## src/sv/glb_pkg.sv

```systemverilog
// Shared types, constants and helper functions for the greedy line breaker.
// No dependencies; imported by every module of the block.
package glb_pkg;

    localparam int GLB_MAX_LINE_STARTS = 2048;
    localparam int GLB_MAX_TEXT_LENGTH = 32767;
    localparam int GLB_TAB_SPACES      = 8;

    localparam int CHAR_W    = 8;
    localparam int SPACE_W   = 8;
    localparam int MAXW_W    = 15;
    localparam int LINE_W    = 16;
    localparam int CFG_IDX_W = 2;
    localparam int CFG_W     = 15;

    localparam int GLB_FIFO_DEPTH = 2;

    localparam logic [CHAR_W-1:0] CODE_TAB   = 8'd9;
    localparam logic [CHAR_W-1:0] CODE_LF    = 8'd10;
    localparam logic [CHAR_W-1:0] CODE_CR    = 8'd13;
    localparam logic [CHAR_W-1:0] CODE_SPACE = 8'd32;
    localparam logic [CHAR_W-1:0] CODE_COMMA = 8'd44;
    localparam logic [CHAR_W-1:0] CODE_DASH  = 8'd45;
    localparam logic [CHAR_W-1:0] CODE_DOT   = 8'd46;
    localparam logic [CHAR_W-1:0] CODE_SLASH = 8'd47;
    localparam logic [CHAR_W-1:0] CODE_COLON = 8'd58;
    localparam logic [CHAR_W-1:0] CODE_SEMI  = 8'd59;
    localparam logic [CHAR_W-1:0] CODE_BSLASH = 8'd92;

    localparam logic [CFG_IDX_W-1:0] CFG_WRAP_ENABLE = 2'd0;
    localparam logic [CFG_IDX_W-1:0] CFG_MAX_WIDTH   = 2'd1;
    localparam logic [CFG_IDX_W-1:0] CFG_SPACE_WIDTH = 2'd2;

    localparam logic               WRAP_RESET  = 1'b1;
    localparam logic [MAXW_W-1:0]  MAXW_RESET  = 15'd32767;
    localparam logic [SPACE_W-1:0] SPACE_RESET = 8'd7;

    localparam logic KIND_START = 1'b0;
    localparam logic KIND_COUNT = 1'b1;

    typedef struct packed {
        logic              is_cr;
        logic              is_lf;
        logic              is_tab;
        logic              is_brk;
        logic [CHAR_W-1:0] width;
        logic              eot;
    } glb_item_t;

    function automatic logic is_break_char(input logic [CHAR_W-1:0] c);
        case (c)
            CODE_SPACE, CODE_TAB, CODE_DASH, CODE_SLASH, CODE_BSLASH,
            CODE_COMMA, CODE_SEMI, CODE_COLON, CODE_DOT: return 1'b1;
            default: return 1'b0;
        endcase
    endfunction

    function automatic logic [LINE_W-1:0] sat_line_width(input logic [LINE_W:0] v);
        return v[LINE_W] ? {LINE_W{1'b1}} : v[LINE_W-1:0];
    endfunction

endpackage

```

## src/sv/glb_front.sv

```systemverilog
// Front end: accepts character beats and classifies them into queue items.
// Depends on glb_pkg.
module glb_front (
    input  logic                      in_valid,
    output logic                      in_ready,
    input  logic [glb_pkg::CHAR_W-1:0] char_code,
    input  logic [glb_pkg::CHAR_W-1:0] char_width,
    input  logic                      end_of_text,
    input  logic                      fifo_full,
    output logic                      push,
    output glb_pkg::glb_item_t        push_item
);
    import glb_pkg::*;

    assign in_ready = !fifo_full;
    assign push     = in_valid && !fifo_full;

    always_comb
    begin
        push_item.is_cr  = (char_code == CODE_CR);
        push_item.is_lf  = (char_code == CODE_LF);
        push_item.is_tab = (char_code == CODE_TAB);
        push_item.is_brk = is_break_char(char_code);
        push_item.width  = char_width;
        push_item.eot    = end_of_text;
    end

endmodule

```

## src/sv/glb_fifo.sv

```systemverilog
// Short queue of classified items between front end and back end.
// Depends on glb_pkg.
module glb_fifo (
    input  logic               clk,
    input  logic               rst_n,
    input  logic               push,
    input  glb_pkg::glb_item_t push_item,
    output logic               full,
    input  logic               pop,
    output glb_pkg::glb_item_t pop_item,
    output logic               empty
);
    import glb_pkg::*;

    localparam int AW = $clog2(GLB_FIFO_DEPTH);

    glb_item_t       entries_reg [GLB_FIFO_DEPTH];
    logic [AW-1:0]   wr_ptr_reg, wr_ptr_next;
    logic [AW-1:0]   rd_ptr_reg, rd_ptr_next;
    logic [AW:0]     count_reg, count_next;

    assign full     = (count_reg == (AW+1)'(GLB_FIFO_DEPTH));
    assign empty    = (count_reg == '0);
    assign pop_item = entries_reg[rd_ptr_reg];

    always_comb
    begin
        wr_ptr_next = push ? wr_ptr_reg + AW'(1) : wr_ptr_reg;
        rd_ptr_next = pop ? rd_ptr_reg + AW'(1) : rd_ptr_reg;
        count_next  = count_reg;
        if (push && !pop)
        begin
            count_next = count_reg + (AW+1)'(1);
        end
        else if (pop && !push)
        begin
            count_next = count_reg - (AW+1)'(1);
        end
    end

    always_ff @(posedge clk or negedge rst_n)
    begin
        if (!rst_n)
        begin
            wr_ptr_reg <= '0;
            rd_ptr_reg <= '0;
            count_reg  <= '0;
        end
        else
        begin
            wr_ptr_reg <= wr_ptr_next;
            rd_ptr_reg <= rd_ptr_next;
            count_reg  <= count_next;
        end
    end

    always_ff @(posedge clk)
    begin
        if (push)
        begin
            entries_reg[wr_ptr_reg] <= push_item;
        end
    end

endmodule

```

## src/sv/glb_tab_div.sv

```systemverilog
// Bit-serial remainder unit for tab stops: one quotient bit per cycle.
// Depends on glb_pkg.
module glb_tab_div #(
    parameter int STEP_W = 11
) (
    input  logic                      clk,
    input  logic                      rst_n,
    input  logic                      start,
    input  logic [glb_pkg::LINE_W-1:0] x,
    input  logic [STEP_W-1:0]         step,
    output logic                      done,
    output logic [STEP_W-1:0]         rem
);
    import glb_pkg::*;

    localparam int CNT_W = $clog2(LINE_W);

    logic                busy_reg;
    logic                done_reg;
    logic [CNT_W-1:0]    cnt_reg;
    logic [LINE_W-1:0]   xs_reg;
    logic [STEP_W-1:0]   rem_reg;
    logic [STEP_W:0]     trial;
    logic [STEP_W:0]     diff;
    logic [STEP_W-1:0]   rem_next;

    assign trial    = {rem_reg, xs_reg[LINE_W-1]};
    assign diff     = trial - {1'b0, step};
    assign rem_next = (trial >= {1'b0, step}) ? diff[STEP_W-1:0] : trial[STEP_W-1:0];
    assign done     = done_reg;
    assign rem      = rem_reg;

    always_ff @(posedge clk or negedge rst_n)
    begin
        if (!rst_n)
        begin
            busy_reg <= 1'b0;
            done_reg <= 1'b0;
            cnt_reg  <= '0;
        end
        else if (start)
        begin
            busy_reg <= 1'b1;
            done_reg <= 1'b0;
            cnt_reg  <= CNT_W'(LINE_W - 1);
        end
        else if (busy_reg)
        begin
            cnt_reg  <= cnt_reg - CNT_W'(1);
            busy_reg <= (cnt_reg != '0);
            done_reg <= (cnt_reg == '0);
        end
        else
        begin
            done_reg <= 1'b0;
        end
    end

    always_ff @(posedge clk)
    begin
        if (start)
        begin
            xs_reg  <= x;
            rem_reg <= '0;
        end
        else if (busy_reg)
        begin
            xs_reg  <= {xs_reg[LINE_W-2:0], 1'b0};
            rem_reg <= rem_next;
        end
    end

endmodule

```

## src/sv/glb_back.sv

```systemverilog
// Back end: line-breaking state, tab-stop sequencing, result output register.
// Depends on glb_pkg and glb_tab_div.
module glb_back #(
    parameter int MAX_LINE_STARTS = glb_pkg::GLB_MAX_LINE_STARTS,
    parameter int MAX_TEXT_LENGTH = glb_pkg::GLB_MAX_TEXT_LENGTH,
    parameter int TAB_SPACES      = glb_pkg::GLB_TAB_SPACES
) (
    input  logic                                     clk,
    input  logic                                     rst_n,
    input  glb_pkg::glb_item_t                       head,
    input  logic                                     empty,
    output logic                                     pop,
    input  logic                                     cfg_write,
    input  logic [glb_pkg::CFG_IDX_W-1:0]            cfg_index,
    input  logic [glb_pkg::CFG_W-1:0]                cfg_data,
    output logic                                     out_valid,
    input  logic                                     out_ready,
    output logic                                     kind,
    output logic [$clog2(MAX_TEXT_LENGTH+1)-1:0]     line_start,
    output logic [$clog2(MAX_LINE_STARTS)-1:0]       line_number,
    output logic [$clog2(MAX_LINE_STARTS+1)-1:0]     line_count,
    output logic                                     last
);
    import glb_pkg::*;

    localparam int PW    = $clog2(MAX_TEXT_LENGTH + 1);
    localparam int NW    = $clog2(MAX_LINE_STARTS);
    localparam int CW    = $clog2(MAX_LINE_STARTS + 1);
    localparam int SW    = $clog2((2**SPACE_W - 1) * TAB_SPACES + 1);
    localparam int SUM_W = LINE_W + 1;

    typedef enum logic [5:0] {
        ST_IDLE = 6'b000001,
        ST_DIV0 = 6'b000010,
        ST_CHK1 = 6'b000100,
        ST_DIV1 = 6'b001000,
        ST_CHK2 = 6'b010000,
        ST_EMIT = 6'b100000
    } state_t;

    state_t             state_reg, state_next;
    logic               wrap_reg, wrap_next;
    logic [MAXW_W-1:0]  max_width_reg, max_width_next;
    logic [SPACE_W-1:0] space_reg, space_next;

    logic [PW-1:0]      pos_reg, pos_next;
    logic [LINE_W-1:0]  lw_reg, lw_next;
    logic [LINE_W-1:0]  wsb_reg, wsb_next;
    logic [PW-1:0]      lbp_reg, lbp_next;
    logic [PW-1:0]      cls_reg, cls_next;
    logic               pending_reg, pending_next;
    logic [CW-1:0]      lines_reg, lines_next;
    logic               rep_s_reg, rep_s_next;
    logic               rep_b1_reg, rep_b1_next;
    logic               rep_b2_reg, rep_b2_next;
    logic               out_valid_reg, out_valid_next;

    glb_item_t          it_reg, it_next;
    logic [PW-1:0]      cur_pos_reg, cur_pos_next;
    logic [PW-1:0]      b1_pos_reg, b1_pos_next;
    logic [SW-1:0]      cw_reg, cw_next;
    logic               kind_reg, kind_next;
    logic [PW-1:0]      start_reg, start_next;
    logic [NW-1:0]      number_reg, number_next;
    logic [CW-1:0]      count_reg, count_next;
    logic               last_reg, last_next;
    logic               out_load;

    logic               div_start;
    logic [LINE_W-1:0]  div_x;
    logic               div_done;
    logic [SW-1:0]      div_rem;

    logic [SW-1:0]      step_raw;
    logic [SW-1:0]      step;
    logic [SUM_W-1:0]   width_sum;
    logic               over_max;
    logic               cond1;
    logic               cond2;
    logic [SW-1:0]      cw_restart;
    logic [SW-1:0]      cw_eff;
    logic [LINE_W-1:0]  lw_base;
    logic [LINE_W-1:0]  wsb_base;
    logic [SUM_W-1:0]   lw_sum;
    logic [SUM_W-1:0]   wsb_sum;
    logic               slot_free;
    logic               any_rep;
    logic [PW-1:0]      sel_pos;
    logic               sel_later;

    glb_tab_div #(
        .STEP_W (SW)
    ) u_tab_div (
        .clk   (clk),
        .rst_n (rst_n),
        .start (div_start),
        .x     (div_x),
        .step  (step),
        .done  (div_done),
        .rem   (div_rem)
    );

    assign step_raw   = SW'(space_reg) * SW'(TAB_SPACES);
    assign step       = (step_raw == '0) ? SW'(7 * TAB_SPACES) : step_raw;
    assign width_sum  = {1'b0, lw_reg} + SUM_W'(cw_reg);
    assign over_max   = width_sum > SUM_W'(max_width_reg);
    assign cond1      = wrap_reg && (cur_pos_reg != cls_reg) && over_max &&
                        (lbp_reg > cls_reg);
    assign cond2      = wrap_reg && (cur_pos_reg != cls_reg) && over_max;
    assign cw_restart = it_reg.is_tab ? step : SW'(it_reg.width);
    assign cw_eff     = cond2 ? cw_restart : cw_reg;
    assign lw_base    = cond2 ? '0 : lw_reg;
    assign wsb_base   = cond2 ? '0 : wsb_reg;
    assign lw_sum     = {1'b0, lw_base} + SUM_W'(cw_eff);
    assign wsb_sum    = {1'b0, wsb_base} + SUM_W'(cw_eff);
    assign slot_free  = !out_valid_reg || out_ready;
    assign any_rep    = rep_s_reg || rep_b1_reg || rep_b2_reg;

    always_comb
    begin
        if (rep_s_reg)
        begin
            sel_pos   = cur_pos_reg;
            sel_later = rep_b1_reg || rep_b2_reg;
        end
        else if (rep_b1_reg)
        begin
            sel_pos   = b1_pos_reg;
            sel_later = rep_b2_reg;
        end
        else
        begin
            sel_pos   = cur_pos_reg;
            sel_later = 1'b0;
        end
    end

    always_comb
    begin
        state_next     = state_reg;
        wrap_next      = wrap_reg;
        max_width_next = max_width_reg;
        space_next     = space_reg;
        pos_next       = pos_reg;
        lw_next        = lw_reg;
        wsb_next       = wsb_reg;
        lbp_next       = lbp_reg;
        cls_next       = cls_reg;
        pending_next   = pending_reg;
        lines_next     = lines_reg;
        rep_s_next     = rep_s_reg;
        rep_b1_next    = rep_b1_reg;
        rep_b2_next    = rep_b2_reg;
        out_valid_next = out_valid_reg && !out_ready;
        it_next        = it_reg;
        cur_pos_next   = cur_pos_reg;
        b1_pos_next    = b1_pos_reg;
        cw_next        = cw_reg;
        kind_next      = KIND_START;
        start_next     = '0;
        number_next    = '0;
        count_next     = '0;
        last_next      = 1'b0;
        out_load       = 1'b0;
        pop            = 1'b0;
        div_start      = 1'b0;
        div_x          = lw_reg;

        if (cfg_write)
        begin
            unique case (cfg_index)
                CFG_WRAP_ENABLE: wrap_next      = cfg_data[0];
                CFG_MAX_WIDTH:   max_width_next = cfg_data[MAXW_W-1:0];
                CFG_SPACE_WIDTH: space_next     = cfg_data[SPACE_W-1:0];
                default:         ;
            endcase
        end

        unique case (state_reg)
            ST_IDLE:
            begin
                if (!empty)
                begin
                    pop          = 1'b1;
                    it_next      = head;
                    cur_pos_next = pos_reg;
                    cw_next      = SW'(head.width);
                    rep_s_next   = 1'b0;
                    rep_b1_next  = 1'b0;
                    rep_b2_next  = 1'b0;
                    state_next   = ST_EMIT;
                    if (pos_reg < PW'(MAX_TEXT_LENGTH))
                    begin
                        pos_next = pos_reg + PW'(1);
                        if (pending_reg)
                        begin
                            rep_s_next   = 1'b1;
                            pending_next = 1'b0;
                        end
                        if (head.is_cr)
                        begin
                            cls_next     = pos_reg + PW'(1);
                            lbp_next     = pos_reg + PW'(1);
                            lw_next      = '0;
                            wsb_next     = '0;
                            pending_next = 1'b1;
                        end
                        else if (wrap_reg && head.is_lf)
                        begin
                            if (pos_reg != cls_reg)
                            begin
                                rep_b1_next = 1'b1;
                                b1_pos_next = pos_reg;
                                cls_next    = pos_reg;
                                lbp_next    = pos_reg;
                                lw_next     = '0;
                                wsb_next    = '0;
                            end
                        end
                        else if (head.is_tab)
                        begin
                            div_start  = 1'b1;
                            div_x      = lw_reg;
                            state_next = ST_DIV0;
                        end
                        else
                        begin
                            state_next = ST_CHK1;
                        end
                    end
                end
            end

            ST_DIV0:
            begin
                if (div_done)
                begin
                    cw_next    = step - div_rem;
                    state_next = ST_CHK1;
                end
            end

            ST_CHK1:
            begin
                state_next = ST_CHK2;
                if (cond1)
                begin
                    rep_b1_next = 1'b1;
                    b1_pos_next = lbp_reg;
                    cls_next    = lbp_reg;
                    lw_next     = wsb_reg;
                    if (it_reg.is_tab)
                    begin
                        div_start  = 1'b1;
                        div_x      = wsb_reg;
                        state_next = ST_DIV1;
                    end
                end
            end

            ST_DIV1:
            begin
                if (div_done)
                begin
                    cw_next    = step - div_rem;
                    state_next = ST_CHK2;
                end
            end

            ST_CHK2:
            begin
                if (cond2)
                begin
                    rep_b2_next = 1'b1;
                    cls_next    = cur_pos_reg;
                    lbp_next    = cur_pos_reg;
                end
                lw_next = sat_line_width(lw_sum);
                if (it_reg.is_brk)
                begin
                    lbp_next = cur_pos_reg + PW'(1);
                    wsb_next = '0;
                end
                else
                begin
                    wsb_next = sat_line_width(wsb_sum);
                end
                state_next = ST_EMIT;
            end

            ST_EMIT:
            begin
                if (slot_free)
                begin
                    if (any_rep)
                    begin
                        if (rep_s_reg)
                        begin
                            rep_s_next = 1'b0;
                        end
                        else if (rep_b1_reg)
                        begin
                            rep_b1_next = 1'b0;
                        end
                        else
                        begin
                            rep_b2_next = 1'b0;
                        end
                        if (lines_reg < CW'(MAX_LINE_STARTS))
                        begin
                            out_load    = 1'b1;
                            kind_next   = KIND_START;
                            start_next  = sel_pos;
                            number_next = lines_reg[NW-1:0];
                            last_next   = !(it_reg.eot || (sel_later &&
                                          (lines_reg < CW'(MAX_LINE_STARTS - 1))));
                            lines_next  = lines_reg + CW'(1);
                        end
                    end
                    else
                    begin
                        if (it_reg.eot)
                        begin
                            out_load     = 1'b1;
                            kind_next    = KIND_COUNT;
                            count_next   = lines_reg;
                            last_next    = 1'b1;
                            pos_next     = '0;
                            cls_next     = '0;
                            lbp_next     = '0;
                            lw_next      = '0;
                            wsb_next     = '0;
                            pending_next = 1'b1;
                            lines_next   = '0;
                        end
                        state_next = ST_IDLE;
                    end
                end
            end

            default:
            begin
                state_next = ST_IDLE;
            end
        endcase

        if (out_load)
        begin
            out_valid_next = 1'b1;
        end
    end

    always_ff @(posedge clk or negedge rst_n)
    begin
        if (!rst_n)
        begin
            state_reg     <= ST_IDLE;
            wrap_reg      <= WRAP_RESET;
            max_width_reg <= MAXW_RESET;
            space_reg     <= SPACE_RESET;
            pos_reg       <= '0;
            lw_reg        <= '0;
            wsb_reg       <= '0;
            lbp_reg       <= '0;
            cls_reg       <= '0;
            pending_reg   <= 1'b1;
            lines_reg     <= '0;
            rep_s_reg     <= 1'b0;
            rep_b1_reg    <= 1'b0;
            rep_b2_reg    <= 1'b0;
            out_valid_reg <= 1'b0;
        end
        else
        begin
            state_reg     <= state_next;
            wrap_reg      <= wrap_next;
            max_width_reg <= max_width_next;
            space_reg     <= space_next;
            pos_reg       <= pos_next;
            lw_reg        <= lw_next;
            wsb_reg       <= wsb_next;
            lbp_reg       <= lbp_next;
            cls_reg       <= cls_next;
            pending_reg   <= pending_next;
            lines_reg     <= lines_next;
            rep_s_reg     <= rep_s_next;
            rep_b1_reg    <= rep_b1_next;
            rep_b2_reg    <= rep_b2_next;
            out_valid_reg <= out_valid_next;
        end
    end

    always_ff @(posedge clk)
    begin
        it_reg      <= it_next;
        cur_pos_reg <= cur_pos_next;
        b1_pos_reg  <= b1_pos_next;
        cw_reg      <= cw_next;
        if (out_load)
        begin
            kind_reg   <= kind_next;
            start_reg  <= start_next;
            number_reg <= number_next;
            count_reg  <= count_next;
            last_reg   <= last_next;
        end
    end

    assign out_valid   = out_valid_reg;
    assign kind        = kind_reg;
    assign line_start  = start_reg;
    assign line_number = number_reg;
    assign line_count  = count_reg;
    assign last        = last_reg;

endmodule

```

## src/sv/greedy_line_breaker.sv

```systemverilog
// Top level of the greedy word-wrap line breaker.
// Depends on glb_pkg, glb_front, glb_fifo and glb_back.
//
// Input channel: one character beat (char_code, char_width, end_of_text)
// under in_valid/in_ready. Output channel: result beats under
// out_valid/out_ready; kind selects a line-start report (line_start,
// line_number) or the end-of-text count (line_count); last marks the final
// result caused by one character. Configuration: cfg_write with cfg_index
// and cfg_data, written while no text is in flight.
// A two-entry queue sits behind the input, so the sender is held only when
// it is full. A plain character passes the back-end states IDLE, CHK1, CHK2 and EMIT,
// staying in EMIT for each line-start report it causes; a tab also waits in DIV0, and
// in DIV1 when the line breaks at the last break character, for the 16-step serial
// remainder unit. The first result of a plain character is loaded into the output
// register in EMIT, after the queue, IDLE, CHK1 and CHK2. A stalled receiver holds
// the result in the output register and holds the back end in EMIT; the queue keeps
// taking beats until it is full. Reset clears the text state (first line pending)
// and loads the register defaults: wrap on, max width 32767, space width 7.
module greedy_line_breaker #(
    parameter int MAX_LINE_STARTS = glb_pkg::GLB_MAX_LINE_STARTS,
    parameter int MAX_TEXT_LENGTH = glb_pkg::GLB_MAX_TEXT_LENGTH,
    parameter int TAB_SPACES      = glb_pkg::GLB_TAB_SPACES
) (
    input  logic                                 clk,
    input  logic                                 rst_n,
    input  logic                                 in_valid,
    output logic                                 in_ready,
    input  logic [glb_pkg::CHAR_W-1:0]           char_code,
    input  logic [glb_pkg::CHAR_W-1:0]           char_width,
    input  logic                                 end_of_text,
    output logic                                 out_valid,
    input  logic                                 out_ready,
    output logic                                 kind,
    output logic [$clog2(MAX_TEXT_LENGTH+1)-1:0] line_start,
    output logic [$clog2(MAX_LINE_STARTS)-1:0]   line_number,
    output logic [$clog2(MAX_LINE_STARTS+1)-1:0] line_count,
    output logic                                 last,
    input  logic                                 cfg_write,
    input  logic [glb_pkg::CFG_IDX_W-1:0]        cfg_index,
    input  logic [glb_pkg::CFG_W-1:0]            cfg_data
);
    import glb_pkg::*;

    glb_item_t push_item;
    glb_item_t head;
    logic      push;
    logic      fifo_full;
    logic      pop;
    logic      empty;

    glb_front u_front (
        .in_valid    (in_valid),
        .in_ready    (in_ready),
        .char_code   (char_code),
        .char_width  (char_width),
        .end_of_text (end_of_text),
        .fifo_full   (fifo_full),
        .push        (push),
        .push_item   (push_item)
    );

    glb_fifo u_fifo (
        .clk       (clk),
        .rst_n     (rst_n),
        .push      (push),
        .push_item (push_item),
        .full      (fifo_full),
        .pop       (pop),
        .pop_item  (head),
        .empty     (empty)
    );

    glb_back #(
        .MAX_LINE_STARTS (MAX_LINE_STARTS),
        .MAX_TEXT_LENGTH (MAX_TEXT_LENGTH),
        .TAB_SPACES      (TAB_SPACES)
    ) u_back (
        .clk         (clk),
        .rst_n       (rst_n),
        .head        (head),
        .empty       (empty),
        .pop         (pop),
        .cfg_write   (cfg_write),
        .cfg_index   (cfg_index),
        .cfg_data    (cfg_data),
        .out_valid   (out_valid),
        .out_ready   (out_ready),
        .kind        (kind),
        .line_start  (line_start),
        .line_number (line_number),
        .line_count  (line_count),
        .last        (last)
    );

endmodule

```

## config.mk

```make
export PLATFORM = sky130hd
export DESIGN_NAME = greedy_line_breaker
export DESIGN_NICKNAME = d
export VERILOG_FILES = /design/src/sv/glb_pkg.sv /design/src/sv/glb_front.sv /design/src/sv/glb_fifo.sv /design/src/sv/glb_tab_div.sv /design/src/sv/glb_back.sv /design/src/sv/greedy_line_breaker.sv
export SDC_FILE = /design/constraint.sdc
export NUM_CORES = 1
export LEC_CHECK = 0
export BUFFER_PORTS_ARGS = -buffer_cell sky130_fd_sc_hd__buf_2
export CELL_PAD_IN_SITES_DETAIL_PLACEMENT = 1
export CELL_PAD_IN_SITES_GLOBAL_PLACEMENT = 2
export CORE_MARGIN = 8
export CORE_UTILIZATION = 40
export DETAILED_ROUTE_END_ITERATION = 16
export GPL_TIMING_DRIVEN = 0
export PLACE_DENSITY_LB_ADDON = 0.1
export SLEW_MARGIN = 30
export SYNTH_ARGS = -nofsm -noshare
export SYNTH_HDL_FRONTEND = slang
export SYNTH_SLANG_ARGS = --single-unit
```

## constraint.sdc

```tcl
create_clock -name clk -period 8.3 [get_ports clk]
set_input_delay 1.66 -clock clk [delete_from_list [all_inputs] [get_ports clk]]
set_output_delay 1.66 -clock clk [all_outputs]
set_load 0.005 [all_outputs]
```

; ---- Word-level counts from Yosys, hierarchy flattened
; Memories as Yosys holds them, arrays and structs flattened.
; Cells that the tools add are included.
[totals]
output_inout_bits = 42
ram_bits = 26
input_bits = 39
wordCells = 281
latchBits = 0
romBits = 0
memories = 1
ff_bits = 253
[classes]
n_bitwise = 4
n_reduce_logical = 56
n_lt_le_gt_ge = 6
multipliers = 0
eq_ne = 41
n_shift = 0
add_sub_neg = 13
muxes = 125
div_mod_pow = 0
[mem_list]
columns = name, depth, width, rd, rd_ports_with_merged_regs, wr, line
row1 = u_fifo.entries_reg, 2, 13, 1, 0, 1, glb_fifo.sv:17  ; glb_item_t entries_reg [GLB_FIFO_DEPTH];
[ops]
columns = operator, count
row1 = $mux 16, 19
row2 = $mux 15, 18
row3 = $mux 11, 6
row4 = $pmux 16 s4, 1
row5 = $pmux 15 s2, 2
row6 = $pmux 15 s4, 1
row7 = $eq 8x6->1 const B, 7
row8 = $mux 6, 9
row9 = $add 16x11->17, 3
row10 = $mux 1, 51
row11 = $pmux 16 s3, 1
row12 = $pmux 15 s3, 1
row13 = $mux 12, 3
row14 = $pmux 6 s6, 1
row15 = $add 15x1->15 const B, 2
row16 = $ne 15x15->1, 2
row17 = $eq 8x4->1 const B, 3
row18 = $pmux 11 s2, 1
row19 = $sub 11x11->11, 2
row20 = $ne 2x1->1 const B, 9
row21 = $reduce_and 6->1, 3
row22 = $reduce_and 9->1, 2
row23 = $gt 17x15->1, 1
row24 = $gt 15x15->1, 1
row25 = other kinds (47), 96

; ---- Logic depth before layout (Yosys ltp)
[depth]
word_depth = 8
mapped_depth = 36
depth_no_buf = 32

; ---- Modules after synthesis
; From an unflattened synthesis, not the netlist that was laid out.
[unflattened]
cells_unflattened = 1701
hier_area_um2 = 17312.9
[by_module_without_submodules]
columns = mod, n_inst, cells_each, seq_area_each_um2, area_each_um2
row1 = glb_back, 1, 1411, 5891.9, 13799.5
row2 = glb_tab_div, 1, 205, 850.8, 2185.8
row3 = glb_fifo, 1, 56, 880.8, 1124.8
row4 = glb_front, 1, 29, 0.0, 202.7

; ---- Worst setup path after synthesis
; OpenSTA, ideal clock, no wires.
[synth_timing]
path_kind = reg-to-reg
from = register u_back.cw_reg[1]
to = register u_back.wsb_reg[15]
path_stages_with_launch = 36
synth_period_minus_slack_ns = 6.803
setup_time_ns = 0.137
arrival_time_ns = 6.666
path_buffers = 5
setup_slack_ns = 1.497
cell_sequence = edfxtp_1 -> clkbuf_1 -> inv_1 -> fa_1 -> nor2b_1 -> o31a_1 -> o21ai_0 -> nand2b_1 -> nand2_1 -> nand2_1 -> a21oi_1 -> o21bai_1 -> a21oi_1 -> xnor2_1 -> ha_1 -> a21oi_1 -> o21ai_0 -> a211oi_1 -> a222oi_1 -> o41ai_4 -> clkbuf_1 -> clkbuf_1 -> clkbuf_1 -> nand2_1 -> o21ai_0 -> ha_1 -> a21o_1 -> a21oi_1 -> nor2_1 -> a2111o_1 -> a311oi_2 -> o21bai_2 -> and3_1 -> buf_2 -> nand2_1 -> o311ai_1
[synth_via]
elab_chain_cells = 8
word_cells_on_any_way = 9
classes_between = add/sub: 2 / order compare: 1 / mux: 5 / reduce/logical: 1
[synth_rtl]
columns = element, line
row1 = start: declaration, glb_back.sv:61  ; logic [SW-1:0] cw_reg, cw_next;
row2 = start signal: assignment, glb_back.sv:398  ; cw_reg <= cw_next;
row3 = $add 16x11->17, glb_back.sv:105  ; assign width_sum = {1'b0, lw_reg} + SUM_W'(cw_reg);
row4 = $gt 17x15->1, glb_back.sv:106  ; assign over_max = width_sum > SUM_W'(max_width_reg);
row5 = $logic_and 1x1->1, glb_back.sv:109  ; assign cond2 = wrap_reg && (cur_pos_reg != cls_reg) && over_max;
row6 = $mux 16 / $mux 11 (equally long branches), "glb_back.sv:113, glb_back.sv:111"
row7 = $add 16x11->17 (*), glb_back.sv:115  ; assign wsb_sum = {1'b0, wsb_base} + SUM_W'(cw_eff);
row8 = $mux 16 (*), glb_pkg.sv:59  ; return v[LINE_W] ? {LINE_W{1'b1}} : v[LINE_W-1:0];
row9 = $mux 16 (*), glb_back.sv:279  ; if (it_reg.is_brk)
row10 = $pmux 16 s3 (*), glb_back.sv:179  ; unique case (state_reg)
row11 = end signal: assignment, glb_back.sv:381  ; wsb_reg <= wsb_next;
row12 = end: declaration, glb_back.sv:48  ; logic [LINE_W-1:0] wsb_reg, wsb_next;
; Every way passes the cells marked *; elsewhere a longest branch is shown, timed or not.
; A chain may end at the register's enable or synchronous reset.

; ---- Final worst setup path
; Same ends and word-level chain as after synthesis.

==> flow_metrics.py <==
metrics = {
    "grt": {
        "grt_max_degree": 75,
        "grt_pass1_wl_microns": 81700,
        "overflow": 0,
        "grt_usage_pct": 21.9,
        "grt_pass1_vias": 13900,
        "grt_antenna_before_repair": 0,
    },
    "detailed_routing": {
        "wl_per_cell_microns": 21.8,
        "postRouteAntennaNets": 0,
        "dr.first_iter.drc_count": 926,
        "post-route-drc-count": 0,
        "vias": 13300,
        "routed_wl_microns": 52400,
        "first_pass_iters": 5,
        "vias_per_cell": 5.55,
    },
    "power": {
        "switchingPower_uw": 3610,
        "ir_worst_vdd_v": 0.000194,
        "swShare_pct": 44.2,
        "power_frac_clock_pct": 19.6,
        "p_leak_uw": 0.00785,
        "power.density_nw_per_um2": 434,
        "p_seq_share_pct": 30.2,
        "p_int_uw": 4550,
        "p_comb_share_pct": 50.1,
    },
    "timing": {
        "max_freq_mhz": 129,
        "tightest_slew_ps": 996,
        "period_share_pct": 93.5,
        "setup_viol": 0,
        "slew_viol_final": 0,
        "post-route-min-period_ps": 7760,
        "hold_viol": 0,
        "setup_slack_ps": 536,
        "clock_skew_ps": 13.0,
        "rsz0062_at_grt": "false",
        "relSlewSlack_pct": 33.6,
        "hold_ws_ps": 434,
    },
    "floorplanning": {
        "die_h_microns": 219,
        "die_x_microns": 219,
        "start_util_pct": 40.4,
        "row_count": 74,
        "io_pins": 81,
        "design.core.area_sq_um": 40600,
        "die_area_sq_um": 47800,
    },
    "worst_setup_path": {
        "r2r.worst_path.cells": 36,
        "end_kind": "flip-flop",
        "r2r_slack_ps": 540,
        "required_ps": 8710,
        "crit_slowest_cell": "a222oi_1",
        "r2r-start": "u_back.cw_reg[1]",
        "critPathLaunchType": "flip-flop",
        "arrival_ps": 8180,
        "crit_buf_inv": 6,
        "crit_path_max_incr_delay_ps": 590,
        "path_class": "reg -> reg",
        "critPathLaunch": "u_back.cw_reg[1]",
        "critical_path.top_delay_family": "compound AO/OA/AOI/OAI gates",
        "r2r_end": "u_back.wsb_reg[15]",
        "path_depth": 36,
        "crit_end": "u_back.wsb_reg[15]",
        "cp_max_fo": 10,
    },
    "synthesis": {
        "ys_seq_elements": 279,
        "yosys.area.top_type_share_pct": 24.5,
        "post_synth.cell_area_avg_sq_um": 9.53,
        "ys_warn_count": 0,
        "async_flop_share_pct": 48.0,
        "synthTopCellsByArea": "edfxtp_1 24%, dfrtp_1 17%, ha_1 6.4%",
        "synth.most_common_cell": "nand2_1",
        "synth.distinct_cells": 75,
        "syn_area_sq_um": 16400,
        "syn_nets": 1848,
        "yosysSeqAreaShare_pct": 46.4,
        "synth-edff-count": 134,
        "yosys.area.top_type": "edfxtp_1",
        "yosys-top-cells-count": "241 x nand2_1, 134 x edfxtp_1, 128 x nor2_1",
        "ys.flop_type": "edfxtp_1",
        "syn_inst": 1723,
    },
    "clock_tree": {
        "clkSinkCount": 279,
        "cts.clk_slew.worst_paths_ps": 60,
        "root_buffer": "clkbuf_16",
        "ctsHoldBuffers": 0,
        "numCtsBuffers": 35,
        "clk_latency_ps": 550,
        "cts_buffer_depth": 3,
        "cts_max_level": 2,
        "cts_tree": "built",
    },
    "min_path": {
        "hold_depth": 0,
        "min_path_type": "reg -> reg",
    },
    "flow_run": {
        "maxCapViolCount": 0,
    },
    "layout": {
        "final_core_util_pct": 46.3,
        "largest_reg_flops": 26,
        "nets": 1970,
        "antenna_cells": 0,
        "syn2layout_area_growth_pct": 14.6,
        "drive_gt1_share_pct": 12.8,
        "nFillCells": 4673,
    },
    "status": {
        "status": "complete, no violations",
    },
    "place": {
        "gp_congestion": 0.900,
        "place_hpwl_microns": 39900,
        "portBuffers": 80,
        "dp_slack_ps": -629,
    },
}
[per-layer routing]
| metal | vias up | GRT usage, % | part of all wire, % |
|---|---|---|---|
| li1 | 6377 | - | - |
| met1 | 6621 | 31.4 | 49 |
| met2 | 261 | 33.4 | 44 |
| met3 | 72 | 4.12 | 5.4 |
| met4 | 0 | 6.29 | 2.3 |
| met5 | - | 0 | 0 |
[cells in the final DEF, fill, tap and decap left out, drive strengths merged, types with 21 or more instances in the layout]
cell type | synthesis | layout
ha | 84 | 84
xor2 | 45 | 45
a21oi | 119 | 119
mux2 | 43 | 43
o21ai | 119 | 119
nand3 | 30 | 30
inv | 88 | 89
buf | 9 | 96
a21o | 24 | 24
edfxtp | 134 | 134
nand2 | 241 | 241
a31oi | 40 | 40
nand4 | 29 | 29
dfstp | 21 | 21
dfrtp | 113 | 113
and2 | 53 | 53
xnor2 | 62 | 62
clkbuf | 78 | 124
a22oi | 22 | 22
mux2i | 24 | 24
nor2 | 129 | 129
[repair_timing]
action	4_1_cts	5_1_grt
pin swaps	1	2
endpoints found under the setup margin	28	18
buffers inserted	1	0
gates resized for setup	2	8
[through the flow]
stage	instances	total power (uW)	instance area (sq um)	setup TNS (ps)
final	2404	8160	18800	0
after global routing	2404	8760	18800	0
after CTS	2405	8190	18800	0
after detailed placement	2340	6530	17600	-9490
after global placement	2335	6400	17500	-5710
after floorplan	1723	5210	16400	0
[area by class of cell]
type                    instances  area, sq um  area share (%)
flip-flops and latches        279         7620            40.5
plain buffers                  86          345            1.83
repair buffers                 86          495            2.63
multi-input cells            1269         8170            43.4
clock buffers                  48          976            5.18
well taps                     532          666            3.54
inverters                      88          330            1.75
clock inverters                16          220            1.17
[kinds of logic (layout without fill, tap and decap cells)]
kind of cell | Yosys count | count (layout) | share of synthesized area, %
fa+ha+maj | 88 | 88 | 6.76
xor+xnor | 107 | 107 | 5.70
simple gates | 597 | 597 | 17.1
compound gates | 410 | 410 | 15.5
flops | 279 | 279 | 46.4
mux | 67 | 67 | 4.41
buf+inv | 175 | 324 | 4.09
[worst min path at each step]
stage | to | from
final | u_back.cur_pos_reg[2] | u_back.pos_reg[2]
after global routing | u_back.cur_pos_reg[2] | u_back.pos_reg[2]
after CTS | u_back.cur_pos_reg[2] | u_back.pos_reg[2]
after detailed placement | u_back.cur_pos_reg[2] | u_back.pos_reg[2]
after global placement | u_back.cur_pos_reg[2] | u_back.pos_reg[2]
after floorplan | u_back.cur_pos_reg[2] | u_back.pos_reg[2]
[power groups by stage]
| stage | combinational [uW] | sequential, uW | clock (uW) |
|---|---|---|---|
| after global placement | 3940 | 2460 | 0 |
| final | 4090 | 2470 | 1600 |
| after CTS | 4100 | 2450 | 1650 |
| after detailed placement | 4060 | 2480 | 0 |
| after global routing | 4540 | 2520 | 1700 |
| after floorplan | 2890 | 2310 | 0 |
Note: power is estimated with default switching activity, not from simulation.
